**config.mk**
```make
export PLATFORM = sky130hd
export DESIGN_NAME = text_to_integer_parser
export DESIGN_NICKNAME = d
export VERILOG_FILES = /design/src/hdl/ttip_pkg.sv /design/src/hdl/text_to_integer_parser.sv
export SDC_FILE = /design/constraint.sdc
export NUM_CORES = 1
export LEC_CHECK = 0
export BUFFER_PORTS_ARGS = -buffer_cell sky130_fd_sc_hd__buf_4
export CORE_UTILIZATION = 45
export DETAILED_ROUTE_END_ITERATION = 12
export SLEW_MARGIN = 20
export SYNTH_ARGS = -nofsm -noshare
export SYNTH_HDL_FRONTEND = slang
export SYNTH_SLANG_ARGS = --single-unit
```
**constraint.sdc**
```tcl
create_clock -name clk -period 10.5 [get_ports clk]
set_input_delay 2.1 -clock clk [delete_from_list [all_inputs] [get_ports clk]]
set_output_delay 2.1 -clock clk [all_outputs]
set_load 0.05 [all_outputs]
```
**src/hdl/ttip_pkg.sv**
```systemverilog
// Package for the text-to-integer parser: phase codes, register indexes, constants, digit decode.
package ttip_pkg;

  localparam int VALUE_BITS_DEFAULT = 64;
  localparam int COUNT_BITS_DEFAULT = 16;

  localparam int BASE_BITS     = 6;
  localparam int CHAR_BITS     = 8;
  localparam int CONSUMED_BITS = 16;
  localparam int MODE_BITS     = 2;
  localparam int CFG_DATA_BITS = 6;

  localparam logic [BASE_BITS-1:0] BASE_RESET = 6'd10;
  localparam logic [BASE_BITS-1:0] BASE_AUTO  = 6'd0;
  localparam logic [BASE_BITS-1:0] BASE_OCT   = 6'd8;
  localparam logic [BASE_BITS-1:0] BASE_DEC   = 6'd10;
  localparam logic [BASE_BITS-1:0] BASE_HEX   = 6'd16;

  localparam logic [MODE_BITS-1:0] MODE_SIGNED = 2'd0;

  // Register indexes on the configuration port.
  localparam logic REG_NUMBER_BASE = 1'b0;
  localparam logic REG_SIGN_MODE   = 1'b1;

  localparam logic [CHAR_BITS-1:0] CH_NUL   = 8'h00;
  localparam logic [CHAR_BITS-1:0] CH_TAB   = 8'h09;
  localparam logic [CHAR_BITS-1:0] CH_CR    = 8'h0D;
  localparam logic [CHAR_BITS-1:0] CH_SPACE = 8'h20;
  localparam logic [CHAR_BITS-1:0] CH_PLUS  = 8'h2B;
  localparam logic [CHAR_BITS-1:0] CH_MINUS = 8'h2D;
  localparam logic [CHAR_BITS-1:0] CH_ZERO  = 8'h30;
  localparam logic [CHAR_BITS-1:0] CH_NINE  = 8'h39;
  localparam logic [CHAR_BITS-1:0] CH_UA    = 8'h41;
  localparam logic [CHAR_BITS-1:0] CH_UX    = 8'h58;
  localparam logic [CHAR_BITS-1:0] CH_UZ    = 8'h5A;
  localparam logic [CHAR_BITS-1:0] CH_LA    = 8'h61;
  localparam logic [CHAR_BITS-1:0] CH_LX    = 8'h78;
  localparam logic [CHAR_BITS-1:0] CH_LZ    = 8'h7A;

  typedef enum logic [2:0] {
    PH_SPACE,
    PH_PREFIX,
    PH_ZERO_AUTO,
    PH_ZERO_HEX,
    PH_DIGITS,
    PH_STOPPED
  } phase_t;

  typedef struct packed {
    logic                 ok;
    logic [BASE_BITS-1:0] val;
  } digit_t;

  function automatic digit_t digit_value(input logic [CHAR_BITS-1:0] c);
    digit_t d;
    logic [CHAR_BITS-1:0] diff;
    d    = '0;
    diff = '0;
    if (c >= CH_ZERO && c <= CH_NINE) begin
      diff  = c - CH_ZERO;
      d.ok  = 1'b1;
      d.val = diff[BASE_BITS-1:0];
    end else if (c >= CH_LA && c <= CH_LZ) begin
      diff  = c - CH_LA + 8'd10;
      d.ok  = 1'b1;
      d.val = diff[BASE_BITS-1:0];
    end else if (c >= CH_UA && c <= CH_UZ) begin
      diff  = c - CH_UA + 8'd10;
      d.ok  = 1'b1;
      d.val = diff[BASE_BITS-1:0];
    end
    return d;
  endfunction

endpackage

```
**src/hdl/text_to_integer_parser.sv**
```systemverilog
// Streaming text-to-integer parser: input register, phase/accumulator update, result register.
// A word is held in the input register and folded into the parser state from there; the result
// of a zero byte is loaded into the result register when that byte is folded in.
// The parser takes one word per cycle while no zero byte stalls; its state update holds one
// VALUE_BITS by 6 bit multiply-add. Ending zero bytes stall only while a result is not taken.
// Reset (synchronous, rst high) clears both handshake stages, rearms the parser and loads
// number_base = 10 and sign_mode = 0.
module text_to_integer_parser #(
  parameter int VALUE_BITS = ttip_pkg::VALUE_BITS_DEFAULT,
  parameter int COUNT_BITS = ttip_pkg::COUNT_BITS_DEFAULT
) (
  input  logic                                  clk,
  input  logic                                  rst,
  // Configuration write port.
  input  logic                                  cfg_we,
  input  logic                                  cfg_index,
  input  logic [ttip_pkg::CFG_DATA_BITS-1:0]    cfg_data,
  // Character input channel.
  input  logic                                  in_valid,
  output logic                                  in_ready,
  input  logic [ttip_pkg::CHAR_BITS-1:0]        char_code,
  // Result output channel.
  output logic                                  out_valid,
  input  logic                                  out_ready,
  output logic [VALUE_BITS-1:0]                 value,
  output logic [ttip_pkg::CONSUMED_BITS-1:0]    consumed
);

  // Configuration registers.
  logic [ttip_pkg::BASE_BITS-1:0] number_base;
  logic [ttip_pkg::MODE_BITS-1:0] sign_mode;

  // Input register.
  logic                           in_full;
  logic [ttip_pkg::CHAR_BITS-1:0] in_char;

  // Parser state and its next values.
  ttip_pkg::phase_t               phase, phase_next;
  logic [ttip_pkg::BASE_BITS-1:0] active_base, active_base_next;
  logic [VALUE_BITS-1:0]          accumulator, accumulator_next;
  logic                           negative_flag, negative_flag_next;
  logic [COUNT_BITS-1:0]          position, position_next;
  logic [COUNT_BITS-1:0]          stop_position, stop_position_next;

  logic                           is_end;
  logic                           process;
  logic [VALUE_BITS-1:0]          result_value;
  logic [COUNT_BITS-1:0]          result_count;
  ttip_pkg::digit_t               dig;

  // Saturating add of one or two consumed bytes to the position counter.
  function automatic logic [COUNT_BITS-1:0] sat_bump(input logic [COUNT_BITS-1:0] p,
                                                     input logic [1:0] n);
    logic [COUNT_BITS:0] sum;
    sum = {1'b0, p} + {{(COUNT_BITS-1){1'b0}}, n};
    return sum[COUNT_BITS] ? '1 : sum[COUNT_BITS-1:0];
  endfunction

  // The held word is folded in whenever it is not a zero byte, or when the result register
  // can take the finished number in this cycle.
  assign is_end   = (in_char == ttip_pkg::CH_NUL);
  assign process  = in_full && (!is_end || !out_valid || out_ready);
  assign in_ready = !in_full || process;
  assign dig      = ttip_pkg::digit_value(in_char);

  // Configuration writes.
  always_ff @(posedge clk) begin
    if (rst) begin
      number_base <= ttip_pkg::BASE_RESET;
      sign_mode   <= ttip_pkg::MODE_SIGNED;
    end else if (cfg_we) begin
      unique case (cfg_index)
        ttip_pkg::REG_NUMBER_BASE: number_base <= cfg_data[ttip_pkg::BASE_BITS-1:0];
        ttip_pkg::REG_SIGN_MODE:   sign_mode   <= cfg_data[ttip_pkg::MODE_BITS-1:0];
        default:                   ;
      endcase
    end
  end

  // Input register: accepts a new word while empty or while the held one is being folded in.
  always_ff @(posedge clk) begin
    if (rst) begin
      in_full <= 1'b0;
    end else if (in_valid && in_ready) begin
      in_full <= 1'b1;
    end else if (process) begin
      in_full <= 1'b0;
    end
  end

  always_ff @(posedge clk) begin
    if (in_valid && in_ready) begin
      in_char <= char_code;
    end
  end

  // One character can walk through several phases in the same cycle: leading characters
  // that are not whitespace or a sign fall into the prefix check, and a prefix that is not
  // taken falls into the digit check. The checks run in phase order, so each one only has
  // to look at the phase left behind by the check above it.
  always_comb begin
    ttip_pkg::phase_t ph;
    logic             cont;
    phase_next         = phase;
    active_base_next   = active_base;
    accumulator_next   = accumulator;
    negative_flag_next = negative_flag;
    position_next      = position;
    stop_position_next = stop_position;
    ph                 = phase;
    cont               = 1'b1;

    if (is_end) begin
      // The string is over: rearm for the next one.
      phase_next         = ttip_pkg::PH_SPACE;
      active_base_next   = '0;
      accumulator_next   = '0;
      negative_flag_next = 1'b0;
      position_next      = '0;
      stop_position_next = '0;
    end else begin
      if (ph == ttip_pkg::PH_SPACE) begin
        if (in_char == ttip_pkg::CH_SPACE ||
            (in_char >= ttip_pkg::CH_TAB && in_char <= ttip_pkg::CH_CR)) begin
          position_next = sat_bump(position_next, 2'd1);
          cont          = 1'b0;
        end else if (in_char == ttip_pkg::CH_MINUS) begin
          if (sign_mode[1]) begin
            // Unsigned with minus rejected: the minus stops parsing and is not counted.
            stop_position_next = position_next;
            phase_next         = ttip_pkg::PH_STOPPED;
          end else begin
            negative_flag_next = (sign_mode == ttip_pkg::MODE_SIGNED);
            position_next      = sat_bump(position_next, 2'd1);
            phase_next         = ttip_pkg::PH_PREFIX;
          end
          cont = 1'b0;
        end else if (in_char == ttip_pkg::CH_PLUS) begin
          position_next = sat_bump(position_next, 2'd1);
          phase_next    = ttip_pkg::PH_PREFIX;
          cont          = 1'b0;
        end else begin
          ph = ttip_pkg::PH_PREFIX;
        end
      end

      if (cont && ph == ttip_pkg::PH_PREFIX) begin
        if (number_base == ttip_pkg::BASE_AUTO) begin
          if (in_char == ttip_pkg::CH_ZERO) begin
            position_next = sat_bump(position_next, 2'd1);
            phase_next    = ttip_pkg::PH_ZERO_AUTO;
            cont          = 1'b0;
          end else begin
            active_base_next = ttip_pkg::BASE_DEC;
            ph               = ttip_pkg::PH_DIGITS;
          end
        end else begin
          active_base_next = number_base;
          if (number_base == ttip_pkg::BASE_HEX && in_char == ttip_pkg::CH_ZERO) begin
            // Held back: either the start of a 0x prefix or a lone zero digit.
            phase_next = ttip_pkg::PH_ZERO_HEX;
            cont       = 1'b0;
          end else begin
            ph = ttip_pkg::PH_DIGITS;
          end
        end
      end

      if (cont && ph == ttip_pkg::PH_ZERO_AUTO) begin
        if (in_char == ttip_pkg::CH_LX || in_char == ttip_pkg::CH_UX) begin
          active_base_next = ttip_pkg::BASE_HEX;
          position_next    = sat_bump(position_next, 2'd1);
          phase_next       = ttip_pkg::PH_DIGITS;
          cont             = 1'b0;
        end else begin
          active_base_next = ttip_pkg::BASE_OCT;
          ph               = ttip_pkg::PH_DIGITS;
        end
      end

      if (cont && ph == ttip_pkg::PH_ZERO_HEX) begin
        if (in_char == ttip_pkg::CH_LX || in_char == ttip_pkg::CH_UX) begin
          position_next = sat_bump(position_next, 2'd2);
          phase_next    = ttip_pkg::PH_DIGITS;
          cont          = 1'b0;
        end else begin
          // The held zero was a digit; it adds nothing to the value.
          position_next = sat_bump(position_next, 2'd1);
          ph            = ttip_pkg::PH_DIGITS;
        end
      end

      if (cont && ph == ttip_pkg::PH_DIGITS) begin
        if (dig.ok && dig.val < active_base_next) begin
          accumulator_next = VALUE_BITS'(accumulator * VALUE_BITS'(active_base_next)) +
                             VALUE_BITS'(dig.val);
          position_next    = sat_bump(position_next, 2'd1);
          phase_next       = ttip_pkg::PH_DIGITS;
        end else begin
          stop_position_next = position_next;
          phase_next         = ttip_pkg::PH_STOPPED;
        end
      end
    end
  end

  // Finished number for a zero byte. A zero still held back in base 16 counts as consumed.
  always_comb begin
    result_value = negative_flag ? (VALUE_BITS'(0) - accumulator) : accumulator;
    if (phase == ttip_pkg::PH_STOPPED) begin
      result_count = stop_position;
    end else if (phase == ttip_pkg::PH_ZERO_HEX) begin
      result_count = sat_bump(position, 2'd1);
    end else begin
      result_count = position;
    end
  end

  // Parser state registers.
  always_ff @(posedge clk) begin
    if (rst) begin
      phase         <= ttip_pkg::PH_SPACE;
      active_base   <= '0;
      accumulator   <= '0;
      negative_flag <= 1'b0;
      position      <= '0;
      stop_position <= '0;
    end else if (process) begin
      phase         <= phase_next;
      active_base   <= active_base_next;
      accumulator   <= accumulator_next;
      negative_flag <= negative_flag_next;
      position      <= position_next;
      stop_position <= stop_position_next;
    end
  end

  // Result register.
  always_ff @(posedge clk) begin
    if (rst) begin
      out_valid <= 1'b0;
    end else if (process && is_end) begin
      out_valid <= 1'b1;
    end else if (out_ready) begin
      out_valid <= 1'b0;
    end
  end

  always_ff @(posedge clk) begin
    if (process && is_end) begin
      value    <= result_value;
      consumed <= ttip_pkg::CONSUMED_BITS'(result_count);
    end
  end

  // A zero byte always rearms the parser.
  a_rearm: assert property (@(posedge clk) disable iff (rst)
    (process && is_end) |=> (phase == ttip_pkg::PH_SPACE && position == '0 && !negative_flag))
    else $error("parser did not rearm after the end of a string");

  // A result word appears only because a zero byte was folded in.
  a_result_source: assert property (@(posedge clk) disable iff (rst)
    $rose(out_valid) |-> $past(process && is_end))
    else $error("result word without a zero byte");

  // Once parsing stops, later characters of the string leave the state alone.
  a_stopped_holds: assert property (@(posedge clk) disable iff (rst)
    (process && !is_end && phase == ttip_pkg::PH_STOPPED) |=>
      (phase == ttip_pkg::PH_STOPPED && $stable(stop_position) && $stable(accumulator)))
    else $error("stopped parser changed state");

  // The consumed-byte counter saturates instead of wrapping.
  a_count_saturates: assert property (@(posedge clk) disable iff (rst)
    (process && !is_end && position == '1) |=> (position == '1))
    else $error("position counter wrapped");

endmodule
```
# --- Word-level counts from Yosys, hierarchy flattened ---
# Index checks and enable logic that the tools add are counted.
# W data, S select, Z words.
totals:
  latch_bits: 0
  rom_bits: 0
  ramBits: 0
  in_bits: 20
  reg_bits: 204
  out_inout_bits: 82
  mem_count: 0
classes:
  n_reduce_logical: 35
  bitwise_logic: 1
  mux: 105
  n_shift: 0
  magnitude_cmp: 9
  div: 0
  n_mul: 1
  n_eq_ne: 15
  add_sub_neg: 13
op_table:
  columns: ["operator", "n"]
  rows:
  - ["$mux W16", 34]
  - ["$mux W64", 4]
  - ["$mux W3", 31]
  - ["$add A16 B1 Y17 const B", 5]
  - ["$add A64 B6 Y64", 1]
  - ["$mul A64 B6 Y64", 1]
  - ["$sub A1 B64 Y64 const A", 1]
  - ["$mux W6", 6]
  - ["$eq A8 B6 Y1 const B", 4]
  - ["$mux W1", 26]
  - ["$mux W7", 3]
  - ["$add A16 B2 Y17 const B", 1]
  - ["$eq A8 B7 Y1 const B", 2]
  - ["$ge A8 B7 Y1 const B", 2]
  - ["$le A8 B7 Y1 const B", 2]
  - ["$logic_and A1 B1 Y1", 13]
  - ["$add A6 B4 Y6 const B", 2]
  - ["$reduce_bool A2 Y1", 6]
  - ["$sub A6 B6 Y6 const B", 2]
  - ["$eq A3 B2 Y1 const B", 3]
  - ["$ge A8 B4 Y1 const B", 1]
  - ["$ge A8 B6 Y1 const B", 1]
  - ["$le A8 B4 Y1 const B", 1]
  - ["$le A8 B6 Y1 const B", 1]
  - ["other kinds (18)", 26]

# --- Logic depth before layout (Yosys ltp) ---
# Gate-level depths: netlist of the first run.
depth:
  depth_word: 28
  ltp_mapped: 39
  ltp_nobuf: 38

# --- Worst setup path after synthesis of the first run ---
# Ideal clock, no wire load.
synth_timing:
  path_type: "register to register"
  from: "register in_char[0] (netlist name)"
  to: "register accumulator[63]"
  arrival_ns: 8.579
  setup_ns: 0.117
  stages_incl_launch_ff: 39
  setup_slack_ns: 1.804
  synth_period_minus_slack_ns: 8.696
  t_required_ns: 10.383
  n_path_buf: 2
  path_cell_list: "edfxtp_1 > ha_1 > nand2b_1 > a21oi_1 > o211ai_1 > a211oi_1 > inv_1 > a31oi_1 > a31oi_1 > o221a_2 > clkbuf_1 > clkbuf_1 > and2_1 > fa_1 > inv_1 > fa_1 > inv_1 > fa_1 > (+3 left out) > ha_1 > inv_1 > a21oi_1 > o21ai_0 > a21boi_0 > o21ai_0 > a31oi_1 > o21ai_0 > o21ai_0 > a311o_1 > a21oi_1 > o211ai_1 > a21oi_1 > o31a_1 > o211ai_1 > a31oi_1 > xnor2_1 > a22o_1"
synth_between:
  elab_chain_len: 22
  word_cells_on_any_way: 90
  classes_between: "add/sub (6); mul (1); order compare (9); eq/ne (10); mux (44); reduce/logical (20)"
synth_rtl:
  columns: ["element", "line_no", "source"]
  rows:
  - ["from (decl)", "text_to_integer_parser.sv:35", "logic [ttip_pkg::CHAR_BITS-1:0] in_char;"]
  - ["from (signal assigned)", "text_to_integer_parser.sv:93", "in_char <= char_code;"]
  - ["parallel branches: the longest is 22 deep, another holds $ge A8 B4 Y1", null, null]
  - ["to (signal assigned)", "text_to_integer_parser.sv:231", "accumulator <= accumulator_next;"]
  - ["to (decl)", "text_to_integer_parser.sv:40", "logic [VALUE_BITS-1:0] accumulator, accumulator_next;"]
# Parallel ways; which one is timed is not known. The select of a mux whose other input is x is not followed.
# A chain may end at the register's enable or synchronous reset.

# --- Worst setup path after layout of the first run ---
layout_timing:
  from: "register in_char[1] (netlist name)"
  to: "register accumulator[63]"
# The elaborated chain is that of the path after synthesis.

==> impl_metrics.tcl, run 1 <==
set metrics [dict create \
    worstHoldStart "sign_mode[0]$_SDFFE_PP0P_" \
    clkSinkCount 204 \
    startpoint "in_char[1]$_DFFE_PP_" \
    synth_top_area_cell "fa_1" \
    critical_path.endpoint_type "flop" \
    row_count 85 \
    synthTopCellsByArea "fa_1 20%, edfxtp_1 11%, dfxtp_1 9.5%" \
    ant_nets 0 \
    tns_ps 0 \
    syn_avg_cell_area_um2 8.75 \
    clock-root-buffer "clkbuf_16" \
    holdPathEnd "sign_mode[0]$_SDFFE_PP0P_" \
    cap_violations 0 \
    cp_common_cell "o21ai_0" \
    r2r_slack_ps 690 \
    syn-num-nets 3206 \
    coreArea_mm2 0.0538 \
    r2r-start "in_char[1]$_DFFE_PP_" \
    cp_data_arrival_time_ps 10260 \
    cts.path.max_buffers 3 \
    seqCellArea_mm2 0.00497 \
    first_pass_iters 7 \
    postCtsSetupBuffers 0 \
    cts_tree "yes" \
    drt_iter0_drc 1475 \
    outcome "finished clean" \
    power_density_mw_per_mm2 76.1 \
    area_growth_pct 9.07 \
    critical_path.max_stage_delay_ps 720 \
    drive_gt1_share_pct 9.02 \
    synth-edff-count 88 \
    final_cell_mix "339 x and2_1, 250 x nand2_1, 240 x fa_1" \
    grt-ovfl-total 0 \
    hold_buffers 0 \
    placed_area_mm2 0.0258 \
    hold_path_class "reg -> reg" \
    grt_max_degree 81 \
    ios 102 \
    slew_viol_final 0 \
    timing.fmax_mhz 102 \
    vias 21100 \
    yosysWarnings 0 \
    nets 3195 \
    yosysUniqueCellTypes 91 \
    timing.hold.ws_ps 462 \
    period_minus_slack_ps 9810 \
    viasPerCell 6.02 \
    final.fill_count 5120 \
    critical_path_class "reg -> reg" \
    die_x_um 235 \
    diodes 0 \
    io_buffer_count 101 \
    ir_drop_uv 107 \
    h-tree-depth 1 \
    reg2reg_depth 39 \
    synth_top_area_share_pct 19.6 \
    rsz0062_at_grt "no" \
    netlist_area_mm2 0.0245 \
    multi_input_area_mm2 0.0185 \
    leakagePower_nw 12.1 \
    hold_viol_final 0 \
    tightest_slew_ps 1060 \
    cts_buffers 26 \
    whs_path_depth 2 \
    stdcell_area_mm2 0.0267 \
    die_h_um 235 \
    cts.repair.resized 0 \
    syn-instance-count 2797 \
    finalClockSkew_ps 15.1 \
    grt_pass1_vias 21300 \
    setup_viol 0 \
    relSlewSlack_pct 29.3 \
    place_congestion 0.941 \
    grt_pass1_wl_mm 118 \
    critPathSlowestCell "o211ai_1" \
    synthFlopType "dfxtp_1" \
    cts.clk_slew.worst_paths_ps 70 \
    track_usage_pct 26.2 \
    r2r_end "accumulator[63]$_SDFFE_PP0P_" \
    period_share_pct 93.4 \
    die_area_mm2 0.0553 \
    drc 0 \
    grt_antenna_before_repair 1 \
    worstSkewPairLatency_ps 570 \
    start_util_pct 45.5 \
    synthArstFlopShare_pct 0 \
    worst-path-max-fanout 47 \
    synth-seq-cells 204 \
    dpl.hpwl_mm 53.2 \
    layout_commonest_cell "and2_1" \
    wl_mm 72.2 \
    routedWlPerCell_um 20.6 \
    yosysSeqAreaShare_pct 20.3 \
    startpoint_type "flop" \
    required_ps 10950 \
]
final cells by class:
| cell class | count | area share (%) |
|---|---|---|
| clock inverters | 18 | 0.760 |
| repair buffers | 149 | 4.21 |
| inverters | 107 | 1.51 |
| clock buffers | 30 | 2.49 |
| well taps | 696 | 3.26 |
| multi-input cells | 2298 | 69.2 |
| flip-flops and latches | 204 | 18.6 |
registers in the layout, indices dropped and copies added (netlist names):
register and count:
negative_flag 1, accumulator 64, consumed 16, in_full 1
stop_position 16, phase 3, out_valid 1, active_base 6
number_base 6, value 64, in_char 8, position 16
sign_mode 2
metal layers:
| layer | GRT usage (%) | wire (um) | vias to the layer above | share of wire [%] |
|---|---|---|---|---|
| met5 | 0 | 13 | - | 0.018 |
| met4 | 8.13 | 2200 | 2 | 3.0 |
| met3 | 3.05 | 4260 | 154 | 5.9 |
| met2 | 43.7 | 34200 | 736 | 47 |
| met1 | 35.5 | 31500 | 10400 | 44 |
| li1 | - | - | 9768 | - |
Yosys cell counts, types with 8 or more instances:
library cell / number
clkbuf_1: 174
or2_2: 16
buf_1: 10
mux2i_1: 32
o211ai_1: 20
and3_1: 24
o21bai_1: 8
or3_1: 11
nor2_1: 191
edfxtp_1: 88
nand4_1: 27
a22oi_1: 53
a32oi_1: 8
a21oi_1: 151
nor3_1: 56
a21o_1: 61
a22o_1: 18
nor4_1: 13
nand2b_1: 23
a32o_1: 11
fa_1: 240
o21ai_0: 115
o21a_1: 12
a211oi_1: 15
and2_1: 339
or4_1: 18
nand3_1: 61
ha_1: 149
a31oi_1: 24
nor2b_1: 25
inv_1: 105
nand2_1: 250
dfxtp_1: 116
o41ai_1: 16
xnor2_1: 124
and4_1: 8
xor2_1: 22
o31ai_1: 27
worst max-delay path by stage:
stage,end,cells after the start
CTS,accumulator[63]$_SDFFE_PP0P_,42
global placement,accumulator[63]$_SDFFE_PP0P_,42
detailed placement,accumulator[63]$_SDFFE_PP0P_,39
finish,accumulator[63]$_SDFFE_PP0P_,39
floorplan,accumulator[63]$_SDFFE_PP0P_,38
global route,accumulator[63]$_SDFFE_PP0P_,40
power by group:
group / switching, mW / leakage [nW] / internal [mW]
combinational: 0.177 / 9.99 / 0.0674
sequential: 0.0143 / 1.69 / 0.832
clock: 0.389 / 0.410 / 0.552
cells by family (layout without fill, tap and decap cells):
family	count (synthesis)	after routing	synth area share, %
and+or+nand+nor	1095	1095	23.6
AOI/OAI and AO/OA	630	630	17.5
xor gates and xnor gates	146	146	5.23
adders and majority gates	389	389	27.3
buffers and inverters	295	304	4.55
DFF	204	204	20.3
muxes	38	38	1.59
through the flow:
stage               std cells  util (%)  power (mW)  setup slack [ps]
finish                   3502      49.6        2.03               694
global route             3502      49.6        2.10               176
detailed placement       3454      48.0        1.10               938
global placement         3454      48.0        1.10              1110
CTS                      3502      49.6        2.05               900
floorplan                2797         -        1.02              1800
worst max-delay path: cells and delay by family (launching register included):
family	cells	cell delay, ps
compound gates	21	5040
xor+xnor	1	130
fa+ha+maj	5	1760
buf+inv	8	1610
flops	1	460
simple gates	4	690
(Power assumes the default switching activity.)
==> run 2, diff against run 1 <==
--- a/config.mk
+++ b/config.mk
@@ -6,7 +6,7 @@
 export NUM_CORES = 1
 export LEC_CHECK = 0
 export BUFFER_PORTS_ARGS = -buffer_cell sky130_fd_sc_hd__buf_4
-export CORE_UTILIZATION = 45
+export CORE_UTILIZATION = 25
 export DETAILED_ROUTE_END_ITERATION = 12
 export SLEW_MARGIN = 20
 export SYNTH_ARGS = -nofsm -noshare
==> constraint.sdc (replaced) <==
create_clock -name clk -period 10.5 [get_ports clk]
set_input_delay 3.15 -clock clk [delete_from_list [all_inputs] [get_ports clk]]
set_output_delay 3.15 -clock clk [all_outputs]
set_load 0.05 [all_outputs]
==> run 2 against run 1 <==
Effect of this change: the run now ends with design-rule violations left; die area grew 79%; clock skew grew 1.8 ps; sequential power is essentially flat; clock power shrank 8.8%; hold slack gained 14 ps.
==> impl_metrics.tcl, run 2 (same netlist as run 1, synthesis figures left out) <==
set metrics [dict create \
    h-tree-depth 1 \
    grt_pass1_vias 20700 \
    first_pass_iters 9 \
    violations "design-rule violations" \
    finalWorstSetupSlack_ps 925 \
    die_x_um 315 \
    placed_area_mm2 0.0265 \
    drive_gt1_share_pct 8.88 \
    ios 102 \
    cp_common_cell "o21ai_0" \
    dpl.hpwl_mm 55.6 \
    place_congestion 0.918 \
    viasPerCell 5.10 \
    leakagePower_nw 12.0 \
    reg_top3 "accumulator: 64 flops, value: 64 flops" \
    power_density_mw_per_mm2 71.7 \
    row_count 114 \
    place_ws_ps 902 \
    critPathBufInv 6 \
    outcome "finished with violations" \
    area_growth_pct 11.4 \
    nets 3185 \
    required_ps 10980 \
    layout_commonest_cell "and2_1" \
    grt_max_degree 66 \
    grt_antenna_before_repair 0 \
    setup_viol 0 \
    crit_family "compound AO/OA/AOI/OAI gates" \
    worst-path-max-fanout 18 \
    clkSinkCount 204 \
    vias 20800 \
    ir_drop_uv 107 \
    routedWlPerCell_um 18.5 \
    track_usage_pct 15.1 \
    critical_path_class "reg -> reg" \
    wl_mm 75.4 \
    tns_ps 0 \
    cts.path.max_buffers 3 \
    relSlewSlack_pct 28.0 \
    period_minus_slack_ps 9570 \
    stdcell_area_mm2 0.0272 \
    start_util_pct 25.3 \
    die_h_um 315 \
    finalClockSkew_ps 16.9 \
    io_buffer_count 101 \
    cp_data_arrival_time_ps 10050 \
    grt_pass1_wl_mm 119 \
    critPathSlowestCell "a21oi_4" \
    hold_path_class "reg -> reg" \
    ant_nets 0 \
    final_cell_mix "339 x and2_1, 250 x nand2_1, 240 x fa_1" \
    critical_path.endpoint_type "flop" \
    clock-root-buffer "clkbuf_16" \
    tightest_slew_ps 1070 \
    cts_tree "yes" \
    slew_viol_final 0 \
    hold_viol_final 0 \
    diodes 0 \
    grt-ovfl-total 0 \
    timing.fmax_mhz 104 \
    die_area_mm2 0.0991 \
    startpoint_type "flop" \
    coreArea_mm2 0.0969 \
    hold_buffers 0 \
    drc 18 \
    worstSkewPairLatency_ps 590 \
    cts_buffers 24 \
    cts.clk_slew.worst_paths_ps 70 \
    rsz0062_at_grt "no" \
    critical_path.max_stage_delay_ps 520 \
    cap_violations 0 \
    drt_iter0_drc 1614 \
    period_share_pct 91.2 \
]
run 2: changes by cell type in the layout (fill, tap and decap cells not counted), sizes merged:
| cell | delta |
|---|---|
| buf | -8 |
| bufinv | -3 |
| clkbuf | -3 |
| clkinv | -2 |
| clkinvlp | +1 |
| inv | +3 |
run 2: area by class of cell:
| class | instances | area (um2) |
|---|---|---|
| sequential | 204 | 4970 |
| clock inverter | 17 | 124 |
| multi-input combinational | 2298 | 18500 |
| tap | 1276 | 1600 |
| timing repair buffer | 141 | 1060 |
| clock buffer | 27 | 633 |
| fill | 10300 | 69600 |
| inverter | 107 | 403 |
run 2: through the flow:
| stage | total power [mW] | std cells | utilization, % | hold WS (ps) |
|---|---|---|---|---|
| 2_1_floorplan | 1.02 | 2797 | - | 437 |
| 3_3_place_gp | 1.11 | 4026 | 27.4 | 463 |
| 3_5_place_dp | 1.11 | 4026 | 27.4 | 467 |
| 4_1_cts | 1.97 | 4070 | 28.1 | 476 |
| 5_1_grt | 2.02 | 4070 | 28.1 | 494 |
| 6_report | 1.95 | 4070 | 28.1 | 476 |
run 2: metal layers:
| layer | vias up | share of wire, % | track usage, % |
|---|---|---|---|
| met5 | - | 0 | 0 |
| met1 | 10300 | 47 | 21.5 |
| li1 | 9731 | - | - |
| met2 | 681 | 44 | 23.7 |
| met3 | 85 | 7.7 | 2.93 |
| met4 | 0 | 1.8 | 2.92 |
run 2: where the power goes:
group | switching (mW) | internal, mW | total, mW
Combinational | 0.181 | 0.0680 | 0.249
Clock | 0.396 | 0.460 | 0.857
Sequential | 0.0156 | 0.832 | 0.847
run 2: path summary, 6_finish.rpt:
check                                     start                             to  slack [ps]  cells after the start
hold / removal    stop_position[0]$_SDFFE_PP0P_  stop_position[0]$_SDFFE_PP0P_         480                      2
hold reg to reg   stop_position[0]$_SDFFE_PP0P_  stop_position[0]$_SDFFE_PP0P_         480                      2
setup / recovery           in_char[4]$_DFFE_PP_   accumulator[63]$_SDFFE_PP0P_         930                     38
setup reg to reg           in_char[4]$_DFFE_PP_   accumulator[63]$_SDFFE_PP0P_         930                     38
run 2: repair_timing:
item | in CTS | in global routing
setup endpoints to repair | 0 | 5
resized for setup | 0 | 1
buffers inserted | 0 | 0
run 2: worst register-to-register path, delay by kind of cell (launching register included):
family / cells / cell delay (ps)
adders and majority gates: 6 / 2050
and+or+nand+nor: 5 / 1110
buffers and inverters: 6 / 810
xor gates and xnor gates: 1 / 80
AOI/OAI and AO/OA: 20 / 4950
DFF: 1 / 480
